[src/dtip_pkg.sv]
// ---------------------------------------------------------------------------
// dtip_pkg
// Constants, phase codes and character class helpers for the decimal
// text to int32 parser.
// ---------------------------------------------------------------------------
package dtip_pkg;

    localparam int CHAR_W  = 8;
    localparam int VALUE_W = 32;
    localparam int PHASE_W = 3;
    localparam int PROD_W  = VALUE_W + 4;

    typedef logic [PHASE_W-1:0] phase_t;
    typedef logic [VALUE_W-1:0] value_t;
    typedef logic [CHAR_W-1:0]  char_t;

    localparam phase_t PH_EMPTY      = 3'd0;
    localparam phase_t PH_SPACE      = 3'd1;
    localparam phase_t PH_SIGN       = 3'd2;
    localparam phase_t PH_DIGITS     = 3'd3;
    localparam phase_t PH_BAD        = 3'd4;
    localparam phase_t PH_DIGITS_END = 3'd5;
    localparam phase_t PH_ZERO_END   = 3'd6;

    localparam value_t NA_CODE   = 32'h8000_0000;
    localparam value_t MAG_LIMIT = 32'h8000_0000;
    localparam value_t POS_MAX   = 32'h7FFF_FFFF;

    localparam char_t CH_NUL   = 8'd0;
    localparam char_t CH_PLUS  = 8'd43;
    localparam char_t CH_MINUS = 8'd45;
    localparam char_t CH_ZERO  = 8'd48;
    localparam char_t CH_NINE  = 8'd57;

    function automatic logic is_space(input char_t c);
        return c inside {[8'd9:8'd13], 8'd32};
    endfunction

    function automatic logic is_digit(input char_t c);
        return c inside {[CH_ZERO:CH_NINE]};
    endfunction

endpackage

[src/decimal_text_to_int32_parser.sv]
// ---------------------------------------------------------------------------
// decimal_text_to_int32_parser
// Parses decimal text, one byte per word, into a signed 32-bit integer.
// ---------------------------------------------------------------------------
// Input stream: s_axis_tdata carries one character byte per word; a word
// with s_axis_tlast high ends the field (its tdata is ignored). Leading
// whitespace, an optional sign and decimal digits are taken; a zero byte
// ends the text. Output stream: one word per field, m_axis_tdata holds the
// value and m_axis_tuser flags NA, coded as 32'h8000_0000.
// Path: a field's end word is registered in the input register, then
// parsed into the result register, where the result becomes valid.
// Throughput: one input word per cycle while no end word waits for the
// result register; the multiply-by-ten and add on the accumulator is
// combinational, between the input and result registers.
// Reset clears the parse state and both stream stages. While the
// receiver stalls, character words keep flowing; an end word waits in
// the input register until the result register frees, and s_axis_tready
// drops only then.
// ---------------------------------------------------------------------------
module decimal_text_to_int32_parser
    import dtip_pkg::*;
(
    input  logic         clk,
    input  logic         rst_n,
    input  logic         s_axis_tvalid,
    output logic         s_axis_tready,
    input  logic [7:0]   s_axis_tdata,   // [7:0] char_code
    input  logic         s_axis_tlast,
    output logic         m_axis_tvalid,
    input  logic         m_axis_tready,
    output logic [31:0]  m_axis_tdata,   // [31:0] value
    output logic         m_axis_tuser    // [0] is_na
);

    logic   in_valid_reg;
    logic   in_last_reg;
    char_t  in_char_reg;

    phase_t phase_reg,  phase_next;
    value_t mag_reg,    mag_next;
    logic   ovf_reg,    ovf_next;
    logic   neg_reg,    neg_next;

    logic   out_valid_reg;
    value_t out_value_reg;
    logic   out_na_reg;

    logic   fire;
    logic   take_in;
    logic   c_digit;
    logic   c_space;
    logic [PROD_W-1:0] prod;
    value_t mag_step;
    logic   ovf_step;
    value_t result;

    assign fire    = in_valid_reg && (!in_last_reg || !out_valid_reg || m_axis_tready);
    assign s_axis_tready = !in_valid_reg || fire;
    assign take_in = s_axis_tvalid && s_axis_tready;

    always_comb
    begin
        c_digit  = is_digit(in_char_reg);
        c_space  = is_space(in_char_reg);
        prod     = ({4'd0, mag_reg} << 3) + ({4'd0, mag_reg} << 1)
                 + {{(PROD_W-4){1'b0}}, in_char_reg[3:0]};
        mag_step = mag_reg;
        ovf_step = ovf_reg;
        if (!ovf_reg)
        begin
            if (prod > {4'd0, MAG_LIMIT})
            begin
                ovf_step = 1'b1;
                mag_step = MAG_LIMIT;
            end
            else
            begin
                mag_step = prod[VALUE_W-1:0];
            end
        end
    end

    always_comb
    begin
        phase_next = phase_reg;
        mag_next   = mag_reg;
        ovf_next   = ovf_reg;
        neg_next   = neg_reg;
        case (phase_reg)
            PH_EMPTY, PH_SPACE:
            begin
                if (in_char_reg == CH_NUL)
                begin
                    phase_next = (phase_reg == PH_EMPTY) ? PH_ZERO_END : PH_BAD;
                end
                else if (c_space)
                begin
                    phase_next = PH_SPACE;
                end
                else if (in_char_reg == CH_PLUS || in_char_reg == CH_MINUS)
                begin
                    neg_next   = (in_char_reg == CH_MINUS);
                    phase_next = PH_SIGN;
                end
                else if (c_digit)
                begin
                    mag_next   = mag_step;
                    ovf_next   = ovf_step;
                    phase_next = PH_DIGITS;
                end
                else
                begin
                    phase_next = PH_BAD;
                end
            end
            PH_SIGN:
            begin
                if (c_digit)
                begin
                    mag_next   = mag_step;
                    ovf_next   = ovf_step;
                    phase_next = PH_DIGITS;
                end
                else
                begin
                    phase_next = PH_BAD;
                end
            end
            PH_DIGITS:
            begin
                if (in_char_reg == CH_NUL)
                begin
                    phase_next = PH_DIGITS_END;
                end
                else if (c_digit)
                begin
                    mag_next = mag_step;
                    ovf_next = ovf_step;
                end
                else
                begin
                    phase_next = PH_BAD;
                end
            end
            PH_BAD, PH_DIGITS_END, PH_ZERO_END:
            begin
                phase_next = phase_reg;
            end
            default:
            begin
                phase_next = PH_BAD;
            end
        endcase
    end

    always_comb
    begin
        case (phase_reg)
            PH_EMPTY, PH_ZERO_END:
            begin
                result = '0;
            end
            PH_DIGITS, PH_DIGITS_END:
            begin
                if (ovf_reg)
                begin
                    result = NA_CODE;
                end
                else if (neg_reg)
                begin
                    result = '0 - mag_reg;
                end
                else if (mag_reg > POS_MAX)
                begin
                    result = NA_CODE;
                end
                else
                begin
                    result = mag_reg;
                end
            end
            default:
            begin
                result = NA_CODE;
            end
        endcase
    end

    always_ff @(posedge clk or negedge rst_n)
    begin
        if (!rst_n)
        begin
            in_valid_reg <= 1'b0;
        end
        else if (take_in)
        begin
            in_valid_reg <= 1'b1;
        end
        else if (fire)
        begin
            in_valid_reg <= 1'b0;
        end
    end

    always_ff @(posedge clk)
    begin
        if (take_in)
        begin
            in_last_reg <= s_axis_tlast;
            in_char_reg <= s_axis_tdata;
        end
    end

    always_ff @(posedge clk or negedge rst_n)
    begin
        if (!rst_n)
        begin
            phase_reg <= PH_EMPTY;
            mag_reg   <= '0;
            ovf_reg   <= 1'b0;
            neg_reg   <= 1'b0;
        end
        else if (fire)
        begin
            if (in_last_reg)
            begin
                phase_reg <= PH_EMPTY;
                mag_reg   <= '0;
                ovf_reg   <= 1'b0;
                neg_reg   <= 1'b0;
            end
            else
            begin
                phase_reg <= phase_next;
                mag_reg   <= mag_next;
                ovf_reg   <= ovf_next;
                neg_reg   <= neg_next;
            end
        end
    end

    always_ff @(posedge clk or negedge rst_n)
    begin
        if (!rst_n)
        begin
            out_valid_reg <= 1'b0;
        end
        else if (fire && in_last_reg)
        begin
            out_valid_reg <= 1'b1;
        end
        else if (m_axis_tready)
        begin
            out_valid_reg <= 1'b0;
        end
    end

    always_ff @(posedge clk)
    begin
        if (fire && in_last_reg)
        begin
            out_value_reg <= result;
            out_na_reg    <= (result == NA_CODE);
        end
    end

    assign m_axis_tvalid = out_valid_reg;
    assign m_axis_tdata  = out_value_reg;
    assign m_axis_tuser  = out_na_reg;

endmodule

[config.mk]
export PLATFORM = sky130hd
export DESIGN_NAME = decimal_text_to_int32_parser
export DESIGN_NICKNAME = d
export VERILOG_FILES = /design/src/dtip_pkg.sv /design/src/decimal_text_to_int32_parser.sv
export SDC_FILE = /design/constraint.sdc
export NUM_CORES = 1
export LEC_CHECK = 0
export BUFFER_PORTS_ARGS = -buffer_cell sky130_fd_sc_hd__clkbuf_2
export CORE_MARGIN = 2
export CORE_UTILIZATION = 40
export DETAILED_ROUTE_END_ITERATION = 6
export GPL_ROUTABILITY_DRIVEN = 0
export GPL_TIMING_DRIVEN = 0
export PLACE_DENSITY = 0.58
export SLEW_MARGIN = 20
export SYNTH_ARGS = -nofsm -noshare
export SYNTH_HDL_FRONTEND = slang
export SYNTH_SLANG_ARGS = --single-unit
[constraint.sdc]
create_clock -name clk -period 8.75 [get_ports clk]
set_input_delay 0.875 -clock clk [delete_from_list [all_inputs] [get_ports clk]]
set_output_delay 0.875 -clock clk [all_outputs]
set_load 0.02 [all_outputs]
==> implementation parameters, run 1 <==
Parameter                              Value

Run status
  Result of the run ... finished clean

Global route
  Initial antenna violation count ... 0
  Global-route usage over all layers ... 19.9%
  Residual overflow from global routing ... 0
  Largest net degree at the start of global routing ... 40
  Vias in the first global route ... 5,339
  Global-route wire length before repair ... 27,000 um

Clocking
  Clock-pin slew on the worst setup and hold paths ... 0.06 ns
  Number of sinks on the clock net ... 81
  Total number of H-tree levels ... 3
  Number of buffers inserted by post-CTS setup repair ... 0
  Number of hold buffers added after CTS ... 0
  Count of instances resized after the clock tree is built ... 0
  CTS tree ... done
  Source-to-sink clock delay at the later pin of the worst-skew pair ... 0.34 ns
  Inserted Clock Buffers ... 9
  Root buffer cell ... sky130_fd_sc_hd__clkbuf_16
  CTS Buffer Depth ... 2

STA
  Worst Hold Slack ... 0.524 ns
  Unrepaired setup endpoints after global routing ... no
  Setup violation total in the final timing report ... 0
  Transition time at the pin with the least slew margin ... 0.954 ns
  Hold violation total from the final report ... 0
  Maximum clock frequency ... 207 MHz
  Final period demand of the worst path ... 4.83 ns
  Max-slew violation total from the final report ... 0
  Normalized max-slew margin ... 35.6%
  Final clock period utilization by the worst path ... 55.3%
  Worst-case clock skew ... 0.00788 ns
  Final total negative setup slack ... 0 ns

Detailed routing
  Iteration count of the initial detailed-routing pass ... 6
  Number of vias per cell after detailed routing ... 5.68
  Initial drt markers ... 373
  Residual DRC ... 0
  Routed len/inst ... 16.6 um
  Final wirelength ... 16,300 um
  Total via count in the routed design ... 5,582
  Detail Route Antenna Nets ... 0

Power
  Clk network pwr share ... 20.9%
  Pint ... 1150 uW
  Maximum ir drop on the vdd rail ... 0.000121 V
  Leakage power of the design ... 0.00306 uW
  Switching share of power ... 44.5%
  Power per cell area ... 286 mW/mm2
  Share of power burned in registers ... 28.3%
  Switch Pwr ... 923 uW
  Combinational cell fraction of total power ... 50.8%

Placed design
  Final HPWL from detailed placement ... 13,300 um
  Count of port buffers added during placement ... 47

Logic synthesis
  Primary FF master, synth ... sky130_fd_sc_hd__edfxtp_1
  Average cell area after synthesis ... 9.11 um2
  Fraction of the yosys area taken by sequential cells ... 34.9%
  Yosys warning count ... 0
  Number of synthesized flops with an enable pin ... 42
  Most area-consuming cells after synthesis ... sky130_fd_sc_hd__edfxtp_1, sky130_fd_sc_hd__dfrtp_1, sky130_fd_sc_hd__ha_1
  Library cell occupying the most area in the post-synthesis netlist ... sky130_fd_sc_hd__edfxtp_1
  Mapped cell area ... 0.00640 mm2
  Number of instances in the synthesized netlist ... 703
  Synth cell types ... 73
  Async S/R FF share, synth ... 48.1%
  Register bit count reported by yosys ... 81
  Post-synthesis net count ... 782
  Share of Yosys cell area claimed by the top area cell type ... 19.7%

Floorplanning
  Die Outline Area ... 0.0170 mm2
  Vertical die dimension ... 131 um
  Number of top-level design ports ... 48
  Initial core utilization ... 40.6%
  Width of the die ... 131 um
  Core Region ... 0.0158 mm2
  Number of rows created at floorplan ... 46

Hold path
  Hold Crit Depth ... 2
  Sink of the worst hold path ... ovf_reg
  Beginning of the worst hold path ... ovf_reg
  Type of the tightest min-delay check ... reg -> reg

Critical path
  Slack of the worst reg-to-reg path ... 3.92 ns
  Worst Setup Path Type ... reg -> reg
  Signal arrival time at the worst endpoint ... 5.10 ns
  Worst path top cell family by delay ... simple AND/OR/NAND/NOR gates
  Delay contributed by the slowest stage of the critical path ... 0.59 ns
  Maximum fanout along the worst path ... 10
  CP max-delay cell ... sky130_fd_sc_hd__or4_1
  R2R depth ... 15
  Required @ worst endpoint ... 9.02 ns
  Critical Path Start Type ... flip-flop
  Critical R2R Launch ... mag_reg[2]
  Type of element capturing the critical path ... flip-flop
  Cell-by-cell trace of the critical path ... inv_1 -> fa_1 -> fa_1 -> nand2b_1 -> a21oi_1 -> nor2_1 -> or4_1 -> nand3b_1 -> xor2_1 -> or4b_1 -> o41ai_1 -> o2111a_1 -> buf_6 -> buf_6 -> a32o_1
  FF-to-FF End ... mag_reg[21]
  Buffering stage count on the worst path with inverters included ... 3

Finish
  Net count, final ... 840
  Fraction of final layout cells sized beyond drive strength 1 ... 11.0%
  Diodes inserted ... 0
  Layout-stage area growth over the synthesis result ... 13.4%

Flow run
  Maxcap violations ... 0
[tightest hold or removal path, delay by kind of cell, from the launching register on]
family | cells | cell delay (ns)
DFF | 1 | 0.37
and+or+nand+nor | 1 | 0.05
AOI/OAI and AO/OA | 1 | 0.06
[synthesized netlist by cell type (3+ instances only)]
master                     count
sky130_fd_sc_hd__a21boi_0      3
sky130_fd_sc_hd__a21o_1        5
sky130_fd_sc_hd__a21oi_1      49
sky130_fd_sc_hd__a22o_1        4
sky130_fd_sc_hd__a311oi_1      3
sky130_fd_sc_hd__a31oi_1       7
sky130_fd_sc_hd__a32o_1       22
sky130_fd_sc_hd__and2_1        4
sky130_fd_sc_hd__and3_1        4
sky130_fd_sc_hd__buf_2         5
sky130_fd_sc_hd__buf_6         3
sky130_fd_sc_hd__clkbuf_1     29
sky130_fd_sc_hd__dfrtp_1      39
sky130_fd_sc_hd__edfxtp_1     42
sky130_fd_sc_hd__ha_1         64
sky130_fd_sc_hd__inv_1        19
sky130_fd_sc_hd__nand2_1      61
sky130_fd_sc_hd__nand2b_1      5
sky130_fd_sc_hd__nand3_1      15
sky130_fd_sc_hd__nand3b_1      3
sky130_fd_sc_hd__nand4_1      16
sky130_fd_sc_hd__nor2_1       74
sky130_fd_sc_hd__nor3_1       18
sky130_fd_sc_hd__nor4_1       10
sky130_fd_sc_hd__o211ai_1      6
sky130_fd_sc_hd__o21a_1        8
sky130_fd_sc_hd__o21ai_0      32
sky130_fd_sc_hd__o21ai_1      16
sky130_fd_sc_hd__o21bai_1      5
sky130_fd_sc_hd__o31ai_1      10
sky130_fd_sc_hd__o41ai_1       6
sky130_fd_sc_hd__or2_1         3
sky130_fd_sc_hd__or3_1         7
sky130_fd_sc_hd__or4_1         5
sky130_fd_sc_hd__xnor2_1      24
sky130_fd_sc_hd__xor2_1       32
[layout make-up]
class | count | area [um2]
buffer | 38 | 171
clock buffer | 10 | 239
clock inverter | 6 | 115
fill | 1551 | 8510
inverter | 19 | 71.3
multi-input combinational | 565 | 3920
sequential | 81 | 2240
tap | 216 | 270
timing repair buffer | 47 | 235
[per-layer routing]
metal  vias up  GRT usage [%]  routed length (um)
met4         0           5.88                 291
met5         -              0                   0
met3        23           2.28                 618
met2       147           32.0                7430
met1      2625           28.3                8010
li1       2787              -                   -
[placed cells by master, fill, tap and decap left out, drive strengths merged, types with 3 or more instances in the layout]
cell / count
and2: 4
o211ai: 6
a21boi: 3
inv: 19
ha: 64
nand2b: 5
clkbuf: 86
nand3: 15
edfxtp: 42
a21o: 5
nor3: 19
o21a: 8
o31ai: 10
nor2: 75
buf: 9
a41oi: 3
nand3b: 3
and3: 4
a32o: 22
o311ai: 3
a31oi: 7
xnor2: 24
or2: 4
or4: 6
a21oi: 50
nand2: 61
a311oi: 3
xor2: 32
a211oi: 3
o41ai: 6
bufinv: 3
dfrtp: 39
o21ai: 48
or3: 7
o21bai: 5
nand4: 16
a22o: 4
nor4: 11
[cell families after synthesis]
family                     Yosys count  share of synthesized area (%)
AOI/OAI and AO/OA                  203                           22.1
xor gates and xnor gates            56                           7.66
adders and majority gates           66                           13.1
buffers and inverters               57                           3.79
DFF                                 81                           34.9
muxes                                2                          0.313
and+or+nand+nor                    238                           18.1
[metrics by stage]
step / util [%] / area (um2) / total power (uW) / instances / setup WS [ns]
after floorplan: - / 6400 / 1360 / 703 / 4.62
after global placement: 43.8 / 6910 / 1620 / 966 / 3.90
after detailed placement: 43.8 / 6910 / 1640 / 966 / 3.96
after CTS: 46.0 / 7260 / 2070 / 982 / 3.92
after global routing: 46.0 / 7260 / 2240 / 982 / 3.58
final: 46.0 / 7260 / 2080 / 982 / 3.92
[how the worst max path moves through the flow]
stage	start	depth (start not counted)	end	slack (ns)
final	mag_reg[2]	15	mag_reg[21]	3.92
after global routing	mag_reg[2]	15	mag_reg[21]	3.58
after CTS	mag_reg[2]	15	mag_reg[21]	3.92
after detailed placement	mag_reg[2]	15	mag_reg[21]	3.96
after global placement	mag_reg[2]	15	mag_reg[1]	3.90
after floorplan	mag_reg[2]	15	mag_reg[1]	4.62
[power groups by stage]
stage,clock network [uW],logic (uW),registers [uW]
2_1_floorplan,0,805,554
3_3_place_gp,0,1030,587
3_5_place_dp,0,1050,591
4_1_cts,440,1050,583
5_1_grt,457,1190,598
6_report,435,1050,588
(Power assumes the default switching activity.)
==> run 2, diff against run 1 <==
--- a/config.mk
+++ b/config.mk
@@ -11,7 +11,7 @@
 export DETAILED_ROUTE_END_ITERATION = 6
 export GPL_ROUTABILITY_DRIVEN = 0
 export GPL_TIMING_DRIVEN = 0
-export PLACE_DENSITY = 0.58
+export PLACE_DENSITY = 0.6
 export SLEW_MARGIN = 20
 export SYNTH_ARGS = -nofsm -noshare
 export SYNTH_HDL_FRONTEND = slang
==> constraint.sdc (replaced) <==
create_clock -name clk -period 4.4 [get_ports clk]
set_input_delay 0.44 -clock clk [delete_from_list [all_inputs] [get_ports clk]]
set_output_delay 0.44 -clock clk [all_outputs]
set_load 0.02 [all_outputs]
==> implementation parameters, run 2 (same netlist as run 1, synthesis figures left out) <==
Parameter                              Value

STA
  Max-slew violation total from the final report ... 0 (unchanged)
  Setup violation total in the final timing report ... 0 (unchanged)
  Final period demand of the worst path ... 4.27 ns (-0.567 ns)
  Normalized max-slew margin ... 34.7% (-0.89 points)
  Final clock period utilization by the worst path ... 97.0% (+42 points)
  Maximum clock frequency ... 234 MHz (+13%)
  Hold violation total from the final report ... 0 (unchanged)
  Transition time at the pin with the least slew margin ... 0.979 ns (+0.0255 ns)
  Worst-case clock skew ... 0.00609 ns (-0.00179 ns)

Floorplanning
  Number of rows created at floorplan ... 46 (unchanged)
  Number of top-level design ports ... 48 (unchanged)
  Vertical die dimension ... 131 um (unchanged)
  Core Region ... 0.0158 mm2 (unchanged)
  Width of the die ... 131 um (unchanged)
  Initial core utilization ... 40.6% (unchanged)
  Die Outline Area ... 0.0170 mm2 (unchanged)

Critical path
  Signal arrival time at the worst endpoint ... 4.55 ns (-0.55 ns)
  Worst Setup Path Type ... reg -> reg
  Required @ worst endpoint ... 4.68 ns (-4.34 ns)
  R2R depth ... 16 (+1)
  Type of element capturing the critical path ... flip-flop
  Slack of the worst reg-to-reg path ... 0.13 ns (-3.78 ns)
  End point of the critical path ... mag_reg[11]
  Critical Path Start Type ... flip-flop
  Maximum fanout along the worst path ... 6 (-4)
  Launching instance or port of the critical path ... in_char_reg[3]
  FF-to-FF End ... mag_reg[11]
  Critical R2R Launch ... in_char_reg[3]

Finish
  Post-route non-filler standard cell count ... 991 (+0.92%)
  Commonest cells after routing, fill and taps aside ... sky130_fd_sc_hd__nor2_1, sky130_fd_sc_hd__ha_1, sky130_fd_sc_hd__nand2_1
  Diodes inserted ... 0 (unchanged)
  Layout-stage area growth over the synthesis result ... 16.2%
  Fill cells ... 1,542 (-0.58%)
  Net count, final ... 849 (+1.1%)
  Most common library cell in the layout ignoring fill and taps ... sky130_fd_sc_hd__nor2_1
  Fraction of final layout cells sized beyond drive strength 1 ... 15.6% (+4.6 points)

Power
  Final total power ... 4220 uW (+100%)
  Maximum ir drop on the vdd rail ... 0.000232 V (+91%)
  Power per cell area ... 567 mW/mm2 (+98%)
  Leakage power of the design ... 0.00315 uW (+2.8%)

Global route
  Global-route usage over all layers ... 19.6% (-0.29 points)
  Initial antenna violation count ... 0 (unchanged)
  Residual overflow from global routing ... 0 (unchanged)
  Largest net degree at the start of global routing ... 40 (unchanged)
  Vias in the first global route ... 5,251 (-1.6%)
  Global-route wire length before repair ... 26,500 um (-2.0%)

Placed design
  Final HPWL from detailed placement ... 13,100 um (-1.1%)
  Number of cells in the design after placement ... 966 (unchanged)
  Count of port buffers added during placement ... 47 (unchanged)

Flow run
  Maxcap violations ... 0 (unchanged)

Detailed routing
  Total via count in the routed design ... 5,650 (+1.2%)
  Iteration count of the initial detailed-routing pass ... 5 (-1)
  Detail Route Antenna Nets ... 0 (unchanged)
  Initial drt markers ... 404 (+8.3%)
  Residual DRC ... 0 (unchanged)
  Final wirelength ... 16,500 um (+0.79%)
  Routed len/inst ... 16.6 um (-0.13%)
  Number of vias per cell after detailed routing ... 5.70 (+0.30%)

Clocking
  CTS Buffer Depth ... 2 (unchanged)
  Root buffer cell ... sky130_fd_sc_hd__clkbuf_16
  Number of sinks on the clock net ... 81 (unchanged)
  Number of hold buffers added after CTS ... 0 (unchanged)
  Inserted Clock Buffers ... 9 (unchanged)
  Clock-pin slew on the worst setup and hold paths ... 0.06 ns (about the same)
  CTS tree ... done
  Total number of H-tree levels ... 3 (unchanged)
  Source-to-sink clock delay at the later pin of the worst-skew pair ... 0.35 ns (about the same)

Hold path
  Type of the tightest min-delay check ... in -> async

Run status
  Result of the run ... finished clean
## run 2: layout make-up
cell class	count	area [um2]	area share, %
Clock inverter	6	90.1	1.21
Timing Repair Buffer	58	318	4.27
Inverter	19	71.3	0.959
Buffer	36	168	2.25
Sequential cell	81	2250	30.2
Multi-Input combinational cell	565	4040	54.3
Clock buffer	10	239	3.21
Tap cell	216	270	3.63
## run 2: how the worst min path moves through the flow
stage	from	end	slack (ns)
final	rst_n	phase_reg[0]	0.24
after CTS	s_axis_tdata[7]	in_char_reg[7]	0.26
after global routing	s_axis_tdata[7]	in_char_reg[7]	0.25
after global placement	ovf_reg	ovf_reg	0.50
after detailed placement	ovf_reg	ovf_reg	0.51
after floorplan	rst_n	in_valid_reg	0.14
## run 2: timing repair
| action | in CTS | in global routing |
|---|---|---|
| buffers inserted | 3 | 8 |
| resized for setup | 12 | 20 |
| pin swaps | 3 | 11 |
| setup endpoints to repair | 33 | 32 |
## run 2: worst max-delay path, stage by stage, from the launching register on
cell,delay (ns)
sky130_fd_sc_hd__edfxtp_1,0.35
sky130_fd_sc_hd__inv_1,0.08
sky130_fd_sc_hd__fa_2,0.61
sky130_fd_sc_hd__inv_1,0.05
sky130_fd_sc_hd__ha_1,0.31
sky130_fd_sc_hd__a211oi_2,0.29
sky130_fd_sc_hd__o21a_1,0.21
sky130_fd_sc_hd__o32a_4,0.23
sky130_fd_sc_hd__nand2_1,0.13
sky130_fd_sc_hd__a21oi_1,0.20
sky130_fd_sc_hd__xnor2_1,0.14
sky130_fd_sc_hd__or4b_4,0.57
sky130_fd_sc_hd__o41ai_4,0.35
sky130_fd_sc_hd__o2111a_1,0.26
sky130_fd_sc_hd__buf_6,0.12
sky130_fd_sc_hd__buf_4,0.14
sky130_fd_sc_hd__a32o_1,0.16
## run 2: report_power, final
group          leakage, uW  switching (uW)  total (uW)  internal, uW
clock network     0.000159             297         811           514
registers         0.000923             223        1150           925
logic              0.00206            1370        2260           890
## run 2: metal layers
layer	track usage, %	vias up	routed length [um]
met1	27.8	2678	7860
met2	31.6	162	7620
met3	2.40	20	690
met5	0	-	0
li1	-	2790	-
met4	5.63	0	308
## run 2: per-stage QoR
stage	setup slack, ns	utilization [%]	setup TNS [ns]	area [um2]	hold slack, ns
global route	-0.00640	47.2	-0.00778	7440	0.255
CTS	0.00810	46.3	0	7300	0.261
floorplan	0.273	-	0	6400	0.144
detailed placement	-0.474	43.8	-12.08	6910	0.509
finish	0.132	47.2	0	7440	0.244
global placement	-0.440	43.8	-11.17	6910	0.497
==> run 3, diff against run 2 <==
--- a/config.mk
+++ b/config.mk
@@ -6,10 +6,9 @@
 export NUM_CORES = 1
 export LEC_CHECK = 0
 export BUFFER_PORTS_ARGS = -buffer_cell sky130_fd_sc_hd__clkbuf_2
-export CORE_MARGIN = 2
 export CORE_UTILIZATION = 40
 export DETAILED_ROUTE_END_ITERATION = 6
-export GPL_ROUTABILITY_DRIVEN = 0
+export GPL_ROUTABILITY_DRIVEN = 1
 export GPL_TIMING_DRIVEN = 0
 export PLACE_DENSITY = 0.6
 export SLEW_MARGIN = 20
==> implementation parameters, run 3 (same netlist as run 1, synthesis figures left out) <==
Parameter                              Value

Critical path
  CP max-delay cell ... sky130_fd_sc_hd__fa_2
  R2R depth ... 16 (unchanged)
  Signal arrival time at the worst endpoint ... 4.53 ns (-0.02 ns)
  Slack of the worst reg-to-reg path ... 0.13 ns (about the same)
  Critical Path Start Type ... flip-flop
  Launching instance or port of the critical path ... in_char_reg[3]
  Delay contributed by the slowest stage of the critical path ... 0.61 ns (about the same)
  End point of the critical path ... mag_reg[12]
  Cell-by-cell trace of the critical path ... inv_2 -> fa_2 -> inv_1 -> ha_1 -> a211oi_2 -> nor3_2 -> o21bai_2 -> and3_1 -> o31ai_1 -> xor2_1 -> or4b_4 -> o41ai_4 -> o2111a_1 -> buf_6 -> buf_4 -> a32o_1
  Critical R2R Launch ... in_char_reg[3]
  Levels on crit path ... 16 (unchanged)
  Maximum fanout along the worst path ... 6 (unchanged)
  Type of element capturing the critical path ... flip-flop
  Buffering stage count on the worst path with inverters included ... 4 (unchanged)
  FF-to-FF End ... mag_reg[12]
  Worst Setup Path Type ... reg -> reg
  Required @ worst endpoint ... 4.66 ns (-0.02 ns)
  Worst path top cell family by delay ... compound AO/OA/AOI/OAI gates

Finish
  Fraction of final layout cells sized beyond drive strength 1 ... 15.0% (-0.61 points)
  Net count, final ... 847 (-0.24%)
  Most common library cell in the layout ignoring fill and taps ... sky130_fd_sc_hd__nor2_1
  Layout-stage area growth over the synthesis result ... 15.9%
  Diodes inserted ... 0 (unchanged)
  Commonest cells after routing, fill and taps aside ... sky130_fd_sc_hd__nor2_1, sky130_fd_sc_hd__ha_1, sky130_fd_sc_hd__nand2_1

Detailed routing
  Routed len/inst ... 16.9 um (+1.4%)
  Residual DRC ... 0 (unchanged)
  Final wirelength ... 16,600 um (+0.64%)
  Total via count in the routed design ... 5,692 (+0.74%)
  Number of vias per cell after detailed routing ... 5.78 (+1.5%)
  Detail Route Antenna Nets ... 0 (unchanged)
  Initial drt markers ... 349 (-14%)
  Iteration count of the initial detailed-routing pass ... 5 (unchanged)

Floorplanning
  Die Outline Area ... 0.0165 mm2 (-3.0%)
  Core Region ... 0.0154 mm2 (-2.2%)
  Number of top-level design ports ... 48 (unchanged)
  Number of rows created at floorplan ... 45 (-2.2%)
  Initial core utilization ... 41.5% (+0.90 points)
  Vertical die dimension ... 129 um (-1.5%)
  Width of the die ... 129 um (-1.5%)

Placed design
  Gpl congestion ... 0.863
  Count of port buffers added during placement ... 47 (unchanged)
  Pre-CTS setup slack ... -0.426 ns (+0.0482 ns)
  Final HPWL from detailed placement ... 13,400 um (+2.0%)

STA
  Worst Hold Slack ... 0.219 ns (-0.0247 ns)
  Maximum clock frequency ... 234 MHz (about the same)
  Transition time at the pin with the least slew margin ... 0.873 ns (-0.107 ns)
  Max-slew violation total from the final report ... 0 (unchanged)
  Worst-case clock skew ... 0.00873 ns (+0.00264 ns)
  Setup violation total in the final timing report ... 0 (unchanged)
  Final period demand of the worst path ... 4.27 ns (-0.00103 ns)
  Hold violation total from the final report ... 0 (unchanged)
  Final critical-path setup slack ... 0.133 ns (+0.00103 ns)
  Normalized max-slew margin ... 41.8% (+7.1 points)
  Final clock period utilization by the worst path ... 97.0% (about the same)

Global route
  Global-route track usage on met2 ... 33.8% (+2.2 points)
  Vias in the first global route ... 5,408 (+3.0%)
  Most used routing layer ... met2
  Global-route wire length before repair ... 26,900 um (+1.4%)
  Met1 global-route usage ... 28.7% (+0.90 points)
  GRT met3 Usage ... 1.21% (-1.2 points)
  Initial antenna violation count ... 0 (unchanged)
  Residual overflow from global routing ... 0 (unchanged)
  Largest net degree at the start of global routing ... 40 (unchanged)
  Global-route usage over all layers ... 20.6% (+0.94 points)

Clocking
  Inserted Clock Buffers ... 9 (unchanged)
  CTS tree ... done
  Number of sinks on the clock net ... 81 (unchanged)
  Total number of H-tree levels ... 3 (unchanged)
  Source-to-sink clock delay at the later pin of the worst-skew pair ... 0.33 ns (-0.02 ns)
  Root buffer cell ... sky130_fd_sc_hd__clkbuf_16
  Number of hold buffers added after CTS ... 0 (unchanged)
  CTS Buffer Depth ... 2 (unchanged)
  Clock-pin slew on the worst setup and hold paths ... 0.06 ns (about the same)

Power
  Power per cell area ... 574 mW/mm2 (+1.3%)
  Maximum ir drop on the vdd rail ... 0.000229 V (-1.5%)
  Leakage power of the design ... 0.00310 uW (-1.5%)

Run status
  Result of the run ... finished clean

Hold path
  Type of the tightest min-delay check ... in -> async

Flow run
  Maxcap violations ... 0 (unchanged)
run 3: changes by cell type in the layout (fill, tap and decap cells not counted), sizes merged:
cell      before  now
buf           20   19
bufinv         2    3
clkbuf        84   83
clkinv         2    3
clkinvlp       1    0
inv           20   19
run 3: per-layer routing:
layer	routed length, um	up-vias
li1	-	2795
met2	7610	166
met4	374	0
met3	586	27
met5	0	-
met1	8010	2704
run 3: worst reg2reg max path, delay by kind of cell (launching register included):
family | cells | cell delay (ns)
DFF | 1 | 0.38
buffers and inverters | 4 | 0.37
AOI/OAI and AO/OA | 6 | 1.34
adders and majority gates | 2 | 0.91
xor gates and xnor gates | 1 | 0.18
and+or+nand+nor | 3 | 1.02
run 3: worst min-delay path by stage:
stage	cells after the start	end
final	1	phase_reg[0]
after global routing	1	in_char_reg[5]
after CTS	1	in_char_reg[7]
after detailed placement	2	ovf_reg
after global placement	2	ovf_reg
after floorplan	0	in_valid_reg
run 3: cell type report:
| class | instances | area, um2 |
|---|---|---|
| repair buffers | 56 | 303 |
| well taps | 211 | 264 |
| flip-flops and latches | 81 | 2240 |
| plain buffers | 36 | 168 |
| multi-input cells | 565 | 4020 |
| inverters | 19 | 73.8 |
| clock buffers | 10 | 229 |
| fillers | 1509 | 8010 |
| clock inverters | 6 | 116 |
run 3: stage by stage:
| step | total power [uW] | utilization (%) | setup TNS [ns] | std cells | area [um2] |
|---|---|---|---|---|---|
| 2_1_floorplan | 2700 | - | 0 | 703 | 6400 |
| 3_3_place_gp | 3210 | 44.7 | -9.23 | 961 | 6900 |
| 3_5_place_dp | 3270 | 44.7 | -10.54 | 961 | 6900 |
| 4_1_cts | 4140 | 47.3 | 0 | 979 | 7300 |
| 5_1_grt | 4570 | 48.1 | -0.0495 | 984 | 7420 |
| 6_report | 4260 | 48.1 | 0 | 984 | 7420 |
run 3: timing repair:
item                       in CTS  in global routing
gates resized for setup        12                 17
setup endpoints to repair      32                 26
pin swaps                       3                 11
buffers inserted                2                  7
run 3: power breakdown:
| group | internal [uW] | total, uW | switching [uW] |
|---|---|---|---|
| combinational | 880 | 2260 | 1380 |
| sequential | 924 | 1160 | 233 |
| clock | 557 | 841 | 284 |
| total | 2360 | 4260 | 1900 |
